### config.mk
export PLATFORM = sky130hd
export DESIGN_NAME = csv_byte_tokenizer_flat
export DESIGN_NICKNAME = d
export VERILOG_FILES = /design/src/design/csvt_pkg.sv /design/src/design/csvt_if.sv /design/src/design/csvt_decoder.sv /design/src/design/csvt_token_queue.sv /design/src/design/csv_byte_tokenizer.sv /design/src/flat_wrapper.sv
export SDC_FILE = /design/constraint.sdc
export NUM_CORES = 1
export LEC_CHECK = 0
export ABC_AREA = 0
export BUFFER_PORTS_ARGS = -buffer_cell sky130_fd_sc_hd__buf_2
export CORE_MARGIN = 4
export CORE_UTILIZATION = 40
export CTS_CLUSTER_SIZE = 20
export DETAILED_ROUTE_END_ITERATION = 8
export PLACE_DENSITY = 0.7
export SLEW_MARGIN = 20
export SYNTH_ARGS = -nofsm -noshare
export SYNTH_HDL_FRONTEND = slang
export SYNTH_SLANG_ARGS = --single-unit
### constraint.sdc
create_clock -name clk -period 2.3 [get_ports clk]
set_clock_uncertainty 0.05 [all_clocks]
set_input_delay 0.345 -clock clk [delete_from_list [all_inputs] [get_ports clk]]
set_output_delay 0.345 -clock clk [all_outputs]
set_load 0.02 [all_outputs]
### src/design/csvt_pkg.sv
// Package with the token types and character constants of the CSV byte tokenizer.
package csvt_pkg;

    localparam logic [1:0] KIND_CONTENT  = 2'd0;
    localparam logic [1:0] KIND_CELL_END = 2'd1;
    localparam logic [1:0] KIND_ROW_END  = 2'd2;

    localparam logic [7:0] CHAR_CR = 8'h0D;
    localparam logic [7:0] CHAR_LF = 8'h0A;

    localparam logic [7:0] DELIMITER_RESET = 8'd44;
    localparam logic [7:0] QUOTE_RESET     = 8'd34;

    localparam logic [7:0] REG_DELIMITER    = 8'd0;
    localparam logic [7:0] REG_QUOTE        = 8'd1;

    typedef struct packed {
        logic [1:0] kind;
        logic [7:0] data;
        logic       last;
    } token_t;

    typedef struct packed {
        logic [1:0] count;
        token_t     tok0;
        token_t     tok1;
    } token_pair_t;

endpackage

### src/design/csvt_if.sv
// Interfaces for the byte input, token output and configuration channels.
interface csvt_byte_if;
    logic       valid;
    logic       ready;
    logic [7:0] text_byte;
    logic       final_byte;

    modport source (output valid, output text_byte, output final_byte, input ready);
    modport sink (input valid, input text_byte, input final_byte, output ready);
endinterface

interface csvt_token_if;
    logic       valid;
    logic       ready;
    logic [1:0] token_kind;
    logic [7:0] content_byte;
    logic       run_end;

    modport source (output valid, output token_kind, output content_byte, output run_end,
                    input ready);
    modport sink (input valid, input token_kind, input content_byte, input run_end,
                  output ready);
endinterface

interface csvt_cfg_if;
    logic       valid;
    logic       ready;
    logic [7:0] reg_index;
    logic [7:0] write_data;

    modport source (output valid, output reg_index, output write_data, input ready);
    modport sink (input valid, input reg_index, input write_data, output ready);
endinterface

### src/design/csvt_decoder.sv
// Parser state flags and the per-byte decode that yields up to two tokens.
module csvt_decoder
(
    input  logic                 clk,
    input  logic                 rst_n,
    input  logic                 accept,
    input  logic [7:0]           text_byte,
    input  logic                 final_byte,
    input  logic [7:0]           delimiter_char,
    input  logic [7:0]           quote_char,
    output csvt_pkg::token_pair_t pair
);

    logic inside_quotes_reg, inside_quotes_next;
    logic quote_pending_reg, quote_pending_next;
    logic swallow_lf_reg, swallow_lf_next;
    logic has_content_reg, has_content_next;

    always_comb
    begin
        logic             iq;
        logic             qp;
        logic             chc;
        logic             check_final;
        logic [1:0]       n;
        csvt_pkg::token_t t0;
        csvt_pkg::token_t t1;

        iq          = inside_quotes_reg;
        qp          = quote_pending_reg;
        chc         = has_content_reg;
        check_final = 1'b1;
        n           = 2'd0;
        t0          = '0;
        t1          = '0;
        swallow_lf_next = 1'b0;

        if (swallow_lf_reg && text_byte == csvt_pkg::CHAR_LF)
        begin
            check_final = 1'b0;
        end
        else
        begin
            if (qp && text_byte == quote_char)
            begin
                qp = 1'b0;
                t0.kind = csvt_pkg::KIND_CONTENT;
                t0.data = text_byte;
                n = 2'd1;
                chc = 1'b1;
            end
            else
            begin
                if (qp)
                begin
                    qp = 1'b0;
                    iq = 1'b0;
                end
                if (text_byte == quote_char)
                begin
                    if (!iq)
                        iq = 1'b1;
                    else if (final_byte)
                        iq = 1'b0;
                    else
                        qp = 1'b1;
                end
                else if (!iq && text_byte == delimiter_char)
                begin
                    t0.kind = csvt_pkg::KIND_CELL_END;
                    n = 2'd1;
                    chc = 1'b0;
                end
                else if (!iq && (text_byte == csvt_pkg::CHAR_CR ||
                                 text_byte == csvt_pkg::CHAR_LF))
                begin
                    t0.kind = csvt_pkg::KIND_ROW_END;
                    n = 2'd1;
                    chc = 1'b0;
                    swallow_lf_next = 1'b1;
                    check_final = 1'b0;
                end
                else
                begin
                    t0.kind = csvt_pkg::KIND_CONTENT;
                    t0.data = text_byte;
                    n = 2'd1;
                    chc = 1'b1;
                end
            end

            if (final_byte && check_final && (chc || text_byte == delimiter_char))
            begin
                if (n == 2'd0)
                begin
                    t0.kind = csvt_pkg::KIND_ROW_END;
                    n = 2'd1;
                end
                else
                begin
                    t1.kind = csvt_pkg::KIND_ROW_END;
                    t1.last = 1'b1;
                    n = 2'd2;
                end
                chc = 1'b0;
            end
        end

        t0.last = (n == 2'd1);

        inside_quotes_next = iq;
        quote_pending_next = qp;
        has_content_next   = chc;
        if (final_byte)
        begin
            inside_quotes_next = 1'b0;
            quote_pending_next = 1'b0;
            has_content_next   = 1'b0;
            swallow_lf_next    = 1'b0;
        end

        pair.count = n;
        pair.tok0  = t0;
        pair.tok1  = t1;
    end

    always_ff @(posedge clk or negedge rst_n)
    begin
        if (!rst_n)
        begin
            inside_quotes_reg <= 1'b0;
            quote_pending_reg <= 1'b0;
            swallow_lf_reg    <= 1'b0;
            has_content_reg   <= 1'b0;
        end
        else if (accept)
        begin
            inside_quotes_reg <= inside_quotes_next;
            quote_pending_reg <= quote_pending_next;
            swallow_lf_reg    <= swallow_lf_next;
            has_content_reg   <= has_content_next;
        end
    end

endmodule

### src/design/csvt_token_queue.sv
// Two-entry token register: takes a decoded token pair, gives one token a cycle when ready.
module csvt_token_queue
(
    input  logic                  clk,
    input  logic                  rst_n,
    input  logic                  push,
    input  csvt_pkg::token_pair_t pair,
    output logic                  can_push,
    csvt_token_if.source          token_out
);

    logic [1:0]       count_reg, count_next;
    csvt_pkg::token_t slot0_reg, slot0_next;
    csvt_pkg::token_t slot1_reg, slot1_next;
    logic             pop;

    assign pop      = (count_reg != 2'd0) && token_out.ready;
    assign can_push = (count_reg == 2'd0) || (count_reg == 2'd1 && token_out.ready);

    always_comb
    begin
        count_next = count_reg;
        slot0_next = slot0_reg;
        slot1_next = slot1_reg;
        if (push)
        begin
            count_next = pair.count;
            slot0_next = pair.tok0;
            slot1_next = pair.tok1;
        end
        else if (pop)
        begin
            count_next = count_reg - 2'd1;
            slot0_next = slot1_reg;
        end
    end

    always_ff @(posedge clk or negedge rst_n)
    begin
        if (!rst_n)
            count_reg <= 2'd0;
        else
            count_reg <= count_next;
    end

    always_ff @(posedge clk)
    begin
        slot0_reg <= slot0_next;
        slot1_reg <= slot1_next;
    end

    assign token_out.valid        = (count_reg != 2'd0);
    assign token_out.token_kind   = slot0_reg.kind;
    assign token_out.content_byte = slot0_reg.data;
    assign token_out.run_end      = slot0_reg.last;

endmodule

### src/design/csv_byte_tokenizer.sv
// Top level of the CSV byte tokenizer with its configuration registers.
// A byte is decoded in the cycle in which it is accepted, and its tokens sit in the output
// register from the next cycle on. A byte is taken in every cycle as long as the token output
// is ready and each byte yields at most one token; the input also waits while one token is
// held and the output is not ready. A byte that yields two tokens (content or a delimiter
// followed by the closing row mark on the final byte) holds the input until one of them is
// taken; the two-entry token register drains one token per cycle while the output is ready.
// A swallowed line feed, an opening quote and a quote that closes or may close a quoted
// section yield no token but a final quote byte can yield the row mark. Configuration writes
// are taken in every cycle (ready is always high); indexes other than 0 and 1 are ignored.
module csv_byte_tokenizer
(
    input  logic         clk,
    input  logic         rst_n,
    csvt_byte_if.sink    byte_in,
    csvt_token_if.source token_out,
    csvt_cfg_if.sink     cfg
);

    logic [7:0]            delimiter_reg;
    logic [7:0]            quote_reg;
    logic                  can_push;
    logic                  accept;
    csvt_pkg::token_pair_t pair;

    assign cfg.ready     = 1'b1;
    assign byte_in.ready = can_push;
    assign accept        = byte_in.valid && can_push;

    always_ff @(posedge clk or negedge rst_n)
    begin
        if (!rst_n)
        begin
            delimiter_reg <= csvt_pkg::DELIMITER_RESET;
            quote_reg     <= csvt_pkg::QUOTE_RESET;
        end
        else if (cfg.valid)
        begin
            if (cfg.reg_index == csvt_pkg::REG_DELIMITER)
                delimiter_reg <= cfg.write_data;
            else if (cfg.reg_index == csvt_pkg::REG_QUOTE)
                quote_reg <= cfg.write_data;
        end
    end

    csvt_decoder u_decoder
    (
        .clk            (clk),
        .rst_n          (rst_n),
        .accept         (accept),
        .text_byte      (byte_in.text_byte),
        .final_byte     (byte_in.final_byte),
        .delimiter_char (delimiter_reg),
        .quote_char     (quote_reg),
        .pair           (pair)
    );

    csvt_token_queue u_queue
    (
        .clk       (clk),
        .rst_n     (rst_n),
        .push      (accept),
        .pair      (pair),
        .can_push  (can_push),
        .token_out (token_out)
    );

endmodule
### src/flat_wrapper.sv
// flat-port wrapper written by rule: the top's interface ports become plain ports
module csv_byte_tokenizer_flat 
  (clk, rst_n, byte_in_valid, byte_in_text_byte, byte_in_final_byte, byte_in_ready, token_out_valid, token_out_token_kind, token_out_content_byte, token_out_run_end, token_out_ready, cfg_valid, cfg_reg_index, cfg_write_data, cfg_ready);
  csvt_byte_if byte_in_i ();
  csvt_token_if token_out_i ();
  csvt_cfg_if cfg_i ();
  input  logic clk;
  input  logic rst_n;
  input wire logic [$bits(byte_in_i.valid)-1:0] byte_in_valid;
  input wire logic [$bits(byte_in_i.text_byte)-1:0] byte_in_text_byte;
  input wire logic [$bits(byte_in_i.final_byte)-1:0] byte_in_final_byte;
  output wire logic [$bits(byte_in_i.ready)-1:0] byte_in_ready;
  output wire logic [$bits(token_out_i.valid)-1:0] token_out_valid;
  output wire logic [$bits(token_out_i.token_kind)-1:0] token_out_token_kind;
  output wire logic [$bits(token_out_i.content_byte)-1:0] token_out_content_byte;
  output wire logic [$bits(token_out_i.run_end)-1:0] token_out_run_end;
  input wire logic [$bits(token_out_i.ready)-1:0] token_out_ready;
  input wire logic [$bits(cfg_i.valid)-1:0] cfg_valid;
  input wire logic [$bits(cfg_i.reg_index)-1:0] cfg_reg_index;
  input wire logic [$bits(cfg_i.write_data)-1:0] cfg_write_data;
  output wire logic [$bits(cfg_i.ready)-1:0] cfg_ready;
  assign byte_in_i.valid = byte_in_valid;
  assign byte_in_i.text_byte = byte_in_text_byte;
  assign byte_in_i.final_byte = byte_in_final_byte;
  assign byte_in_ready = byte_in_i.ready;
  assign token_out_valid = token_out_i.valid;
  assign token_out_token_kind = token_out_i.token_kind;
  assign token_out_content_byte = token_out_i.content_byte;
  assign token_out_run_end = token_out_i.run_end;
  assign token_out_i.ready = token_out_ready;
  assign cfg_i.valid = cfg_valid;
  assign cfg_i.reg_index = cfg_reg_index;
  assign cfg_i.write_data = cfg_write_data;
  assign cfg_ready = cfg_i.ready;
  csv_byte_tokenizer u_core (.clk(clk), .rst_n(rst_n), .byte_in(byte_in_i), .token_out(token_out_i), .cfg(cfg_i));
endmodule
==> reports/metrics.cfg, run 1 <==
[run_status]
status=finished clean

[sta]
fmax_ghz=0.4626
fin_setup_tns_ns=0
slew_violations=0
min_period_ns=2.162
finalCritPeriodShare_pct=93.98
setup_viol=0
setup_ws_ns=0.1384
finalHoldViolations=0
rsz0062_at_grt=no

[critical_path]
startpoint=u_core.quote_reg[1]
r2r_start=u_core.quote_reg[1]
setup.worst_path.class=flop to flop
crit_path_max_fanout=4
crit_slowest_cell=dfstp_2
cp-start-kind=flop
cp.arrival_ns=2.15
crit_chain=xor2_2 > nor4_4 > nand2_2 > mux2_4 > a21oi_2 > ha_1 > nand2_1 > o21ai_0
endpoint_kind=flop
required_ns=2.29
critical_path.max_stage_delay_ns=0.56

[synth]
ys.flop_type=dfrtp_1
avgSynthCellArea_um2=12.15
synthTopCellsByCount=17 x dfrtp_1, 17 x mux2_2, 12 x edfxtp_1
synth.distinct_cells=44
synth_area_leader_cell=dfrtp_1
synth_top_area_share_pct=23.66
yosysSeqAreaShare_pct=51.01
synth.area.top_cells=dfrtp_1 24%, edfxtp_1 20%, mux2_2 11%, dfstp_2 7.3%, xnor2_1 3.9%
synth-async-reset-ratio_pct=64.71
synth_edf_count=12
syn_nets=181
synth-seq-cells=34
synth_warnings=0
syn_inst=148
synth_area_um2=1798

[job]
maxCapViolations=0

[die]
die_h_um=75.05
ios=44
start_util_pct=41.29
core_region_area_um2=4354
die-area_um2=5632
rows=24
die_w_um=75.05

[clock_tree]
path_clk_slew_ns=0.07
cts_made_buffers=5
cts_post_setup_buffers_inserted=0
insertion_delay_ns=0.29
cts_sinks=34
cts_tree=yes
cts_max_path_buffers=2
cts_max_level=2
cts_root_buffer=clkbuf_8

[layout]
design_area_um2=2198
n_antenna_cell=0
drive_above_1_share_pct=43.28
area_growth_pct=22.27
nets=233

[grt]
grt_overflow=0
grt_pass1_vias=1299
antenna_found_initial=0
grtUsageTotal_pct=15.02
grt_pass1_wl_um=6175
grt_max_degree=23

[place]
globalplace.congestion=0.8200
post-place-ws_ns=0.05966
numPortBuffers=42
post_dp_cell_area_um2=2091
hpwl_um=2898

[detailed_routing]
drt-total-wl_um=3642
drc_errors=0
dr.pass1.iters=4
antenna_left=0
via_count=1289
vias_per_cell=5.095
wl_per_cell_um=14.40
drt_iter0_drc=72

[min_path]
holdCritStartpoint=cfg_write_data[2]
hold_class=primary input to flop

[pwr]
power.leakage_nw=0.9798
power.density_nw_per_um2=811.0
peakVddDrop_v=0.0003481

power by group:
group | switching [mW] | leakage [nW] | internal [mW]
clock network | 0.209 | 0.0455 | 0.244
registers | 0.0439 | 0.397 | 0.753
logic | 0.329 | 0.538 | 0.203
layout by cell type (no fill, tap or decap), drive strengths merged:
| master | synthesis | layout |
|---|---|---|
| a211oi | 2 | 2 |
| a21boi | 1 | 1 |
| a21o | 1 | 1 |
| a21oi | 5 | 5 |
| a22oi | 1 | 1 |
| a311oi | 1 | 1 |
| a32o | 1 | 1 |
| a41oi | 1 | 1 |
| and2 | 8 | 8 |
| and3b | 2 | 2 |
| and4bb | 1 | 1 |
| buf | 2 | 46 |
| clkbuf | 0 | 8 |
| conb | 1 | 1 |
| dfrtp | 17 | 17 |
| dfstp | 5 | 5 |
| dlygate4sd3 | 0 | 1 |
| edfxtp | 12 | 12 |
| ha | 3 | 3 |
| inv | 6 | 6 |
| mux2 | 18 | 18 |
| nand2 | 11 | 11 |
| nand2b | 1 | 1 |
| nand3 | 3 | 3 |
| nand4 | 4 | 4 |
| nor2 | 8 | 8 |
| nor2b | 1 | 1 |
| nor3 | 1 | 1 |
| nor3b | 1 | 1 |
| nor4 | 4 | 4 |
| nor4b | 1 | 1 |
| o211ai | 3 | 3 |
| o21a | 1 | 1 |
| o21ai | 3 | 3 |
| o41ai | 1 | 1 |
| or2 | 1 | 1 |
| xnor2 | 8 | 8 |
| xor2 | 8 | 8 |
critical path: cells and delay by family (launching register included):
| family | cells | cell delay [ns] |
|---|---|---|
| flip-flops | 1 | 0.56 |
| AO/OA/AOI/OAI | 2 | 0.18 |
| multiplexers | 1 | 0.31 |
| AND/OR/NAND/NOR | 3 | 0.49 |
| adder cells (fa/ha/maj) | 1 | 0.25 |
| XOR/XNOR | 1 | 0.08 |
logic make-up (layout without fill, tap and decap cells):
kind of cell             after synthesis  count (layout)  synth area share [%]
XOR/XNOR                              16              16                 7.794
AND/OR/NAND/NOR                       47              47                 16.35
adder cells (fa/ha/maj)                3               3                 2.088
AO/OA/AOI/OAI                         21              21                 9.117
flip-flops                            34              34                 51.01
multiplexers                          18              18                 11.48
other                                  1               1                0.2086
buffers and inverters                  8              61                 1.948
routing by layer:
| metal | wire length, µm | part of all wire, % | GRT usage, % | vias to the layer above |
|---|---|---|---|---|
| met4 | 76 | 2.1 | 7.115 | 0 |
| met1 | 1693 | 46 | 19.58 | 605 |
| li1 | - | - | - | 635 |
| met2 | 1629 | 45 | 23.21 | 41 |
| met5 | 0 | 0 | 0 | - |
| met3 | 242 | 6.6 | 4.005 | 8 |
path summary, 6_finish.rpt:
kind,cells past startpoint,end,slack [ns]
max in group asynchronous,2,u_core.quote_reg[5],1.33
worst min-delay path,2,u_core.quote_reg[2],0.25
worst max register to register,8,u_core.u_queue.token_out.run_end,0.14
worst max-delay path,8,u_core.u_queue.token_out.run_end,0.14
worst min register to register,2,u_core.u_decoder.swallow_lf_reg,0.44
min in group asynchronous,2,u_core.u_decoder.swallow_lf_reg,0.51
area by class of cell:
cell class | instances | area (µm²)
fill | 402 | 2156
sequential | 34 | 917.1
multi-input combinational | 106 | 853.3
timing repair buffer | 47 | 250.2
clock buffer | 8 | 90.09
tap | 52 | 65.06
inverter | 6 | 22.52
per-stage QoR:
stage | utilization (%) | std cells | hold WS, ns | total power [mW]
after floorplan | - | 148 | -0.0005911 | 1.176
after global placement | 48.02 | 244 | 0.2864 | 1.336
after detailed placement | 48.02 | 244 | 0.2889 | 1.347
after CTS | 50.32 | 253 | 0.2432 | 1.801
after global routing | 50.49 | 253 | 0.2507 | 1.902
final | 50.49 | 253 | 0.2501 | 1.783
repair_timing:
item | in CTS | in global routing
endpoints found under the setup margin | 0 | 2
gates resized for setup | 0 | 1
hold endpoints to repair | 17 | 0
hold buffers | 1 | 0
Power figures use the tool's default switching activity.
==> run 2: changes to the inputs <==
--- a/config.mk
+++ b/config.mk
@@ -7,11 +7,13 @@
 export LEC_CHECK = 0
 export ABC_AREA = 0
 export BUFFER_PORTS_ARGS = -buffer_cell sky130_fd_sc_hd__buf_2
+export CELL_PAD_IN_SITES_DETAIL_PLACEMENT = 1
+export CELL_PAD_IN_SITES_GLOBAL_PLACEMENT = 1
 export CORE_MARGIN = 4
 export CORE_UTILIZATION = 40
 export CTS_CLUSTER_SIZE = 20
 export DETAILED_ROUTE_END_ITERATION = 8
-export PLACE_DENSITY = 0.7
+export PLACE_DENSITY = 0.81
 export SLEW_MARGIN = 20
 export SYNTH_ARGS = -nofsm -noshare
 export SYNTH_HDL_FRONTEND = slang
==> constraint.sdc (replaced) <==
create_clock -name clk -period 2.4 [get_ports clk]
set_clock_uncertainty 0.05 [all_clocks]
set_input_delay 0.36 -clock clk [delete_from_list [all_inputs] [get_ports clk]]
set_output_delay 0.36 -clock clk [all_outputs]
set_load 0.02 [all_outputs]
==> run 2 against run 1 <==
- the flow now finishes with violations (hold timing)
- setup slack better by 0.12 ns
- via count is 2.9% higher
- utilization hardly changed
- global-route usage is 1.5 points higher
- sequential share of layout area hardly changed
- design area hardly changed
- routed wire length is 12% higher
- combinational power is 2% lower
- count of clock-buffer cells in the layout is 1 lower
- total power is 0.81% higher
- final cell count is 0.40% lower
- die area stayed put
==> reports/metrics.cfg, run 2 (same netlist as run 1, synthesis figures left out) <==
[detailed_routing]
drc_errors=0  ; unchanged
wl_per_cell_um=16.23  ; was 14.40 µm
via_count=1326  ; was 1,289
dr.pass1.iters=4  ; unchanged
drt-total-wl_um=4089  ; was 3642 µm
vias_per_cell=5.262  ; was 5.095
antenna_left=0  ; unchanged
drt_iter0_drc=46  ; was 72

[layout]
area_growth_pct=22.20  ; was 22.27%
final_common_cell=buf_2  ; unchanged
seqCellArea_um2=917.1  ; unchanged
n_antenna_cell=0  ; unchanged
nets=232  ; was 233
n_fill_cell=482  ; was 402
multiInputGateArea_um2=845.8  ; was 853.3 µm²
instances_no_fill=252  ; was 253
design_area_um2=2197  ; was 2198 µm²
drive_above_1_share_pct=43.00  ; was 43.28%
layout_common_cells=42 x buf_2, 17 x mux2_2, 17 x dfrtp_1  ; unchanged

[place]
dp.cells=244  ; unchanged
globalplace.congestion=0.8611  ; was 0.8200
hpwl_um=3403  ; was 2898 µm
numPortBuffers=42  ; unchanged
post_dp_cell_area_um2=2091  ; unchanged

[clock_tree]
cts_max_level=2  ; unchanged
cts_tree=yes  ; unchanged
cts_root_buffer=clkbuf_8  ; unchanged
cts_sinks=34  ; unchanged
insertion_delay_ns=0.29  ; about the same
cts_post_setup_buffers_inserted=0  ; unchanged
cts_repair_resize_count=0  ; unchanged
cts_max_path_buffers=2  ; unchanged
path_clk_slew_ns=0.07  ; about the same
cts_made_buffers=5  ; unchanged
cts_hold_buf=0  ; was 1

[die]
die_h_um=75.05  ; unchanged
start_util_pct=41.29  ; unchanged
die_w_um=75.05  ; unchanged
die-area_um2=5632  ; unchanged
rows=24  ; unchanged
ios=44  ; unchanged
core_region_area_um2=4354  ; unchanged

[sta]
finalCritPeriodShare_pct=89.32  ; was 93.98%
min_period_ns=2.144  ; was 2.162 ns
fmax_ghz=0.4665  ; was 0.4626 GHz
whs_ns=-0.01020  ; was 0.2501 ns
max-slew-margin-rel_pct=66.12
setup_viol=0  ; unchanged
tightest_slew_ns=0.5082
fin_setup_tns_ns=0  ; unchanged
rsz0062_at_grt=no  ; unchanged
finalHoldViolations=14  ; was 0
slew_violations=0  ; unchanged

[grt]
grt_max_degree=23  ; unchanged
grt_pass1_vias=1508  ; was 1,299
grt_overflow=0  ; unchanged
antenna_found_initial=0  ; unchanged
grt_pass1_wl_um=6955  ; was 6175 µm
grtUsageTotal_pct=16.54  ; was 15.02%

[critical_path]
endpoint_kind=flop  ; unchanged
setup.worst_path.class=flop to flop  ; unchanged
ff2ff_path_depth=8  ; unchanged
crit_path_max_fanout=2  ; was 4
cp.arrival_ns=2.25  ; was 2.15 ns
required_ns=2.51  ; was 2.29 ns
cp-start-kind=flop  ; unchanged

[run_status]
violations=hold timing
status=finished, violations left  ; was finished clean

[pwr]
peakVddDrop_v=0.0004739  ; was 0.0003481 V
power.leakage_nw=0.9822  ; was 0.9798 nW
power.density_nw_per_um2=818.1  ; was 811.0 nW/µm²

[job]
maxCapViolations=0  ; unchanged

[min_path]
hold_class=primary input to async pin  ; was primary input to flop

[run 2: changes by cell type in the layout (fill, tap and decap cells not counted), sizes merged]
cell / previous run / this run
dlygate4sd3: 1 / 0
bufinv: 0 / 1
clkbuf: 8 / 7
[run 2: cell type report]
class	count	area share, %
well taps	52	2.961
multi-input cells	106	38.50
flip-flops and latches	34	41.74
clock buffers	7	3.474
repair buffers	46	10.93
clock inverters	1	1.367
inverters	6	1.025
[run 2: final timing paths]
kind | start | to | slack (ns)
min in group clk | cfg_write_data[3] | u_core.quote_reg[3] | 0.26
setup reg to reg | u_core.quote_reg[7] | u_core.u_queue.count_reg[0] | 0.26
max in group asynchronous | rst_n | u_core.quote_reg[5] | 1.94
hold reg to reg | u_core.u_decoder.swallow_lf_reg | u_core.u_decoder.swallow_lf_reg | 0.45
setup / recovery | u_core.quote_reg[7] | u_core.u_queue.count_reg[0] | 0.26
hold / removal | rst_n | u_core.quote_reg[2] | -0.01
[run 2: layer usage]
metal | track usage (%) | vias to the layer above | part of all wire [%]
li1 | - | 632 | -
met2 | 30.66 | 39 | 53
met1 | 18.43 | 650 | 40
met3 | 3.071 | 5 | 5.6
met5 | 0 | - | 0
met4 | 6.719 | 0 | 1.6
[run 2: metrics by stage]
stage	setup slack, ns	utilization (%)	hold slack, ns	total power [mW]
after global placement	0.1680	48.02	0.2993	1.277
final	0.2564	50.46	-0.01020	1.797
after global routing	0.08161	50.46	0.01139	1.913
after CTS	0.2404	50.46	0.005987	1.819
after detailed placement	0.1290	48.02	0.3167	1.307
after floorplan	0.2673	-	0.01441	1.127
[run 2: power breakdown]
part           leakage [nW]  switching (mW)  total (mW)  internal (mW)
clock                0.0524           0.200       0.510          0.311
combinational         0.533           0.326       0.520          0.194
sequential            0.397          0.0451       0.767          0.722
total                 0.982           0.571        1.80           1.23
[run 2: critical path, cell delays in order (launching register included)]
cell and delay (ns):
dfrtp_1 0.39, xor2_1 0.19, nor4_4 0.33, nand2_2 0.09, mux2_4 0.31, a21oi_2 0.13
ha_1 0.25, a22oi_1 0.18, a21oi_1 0.10
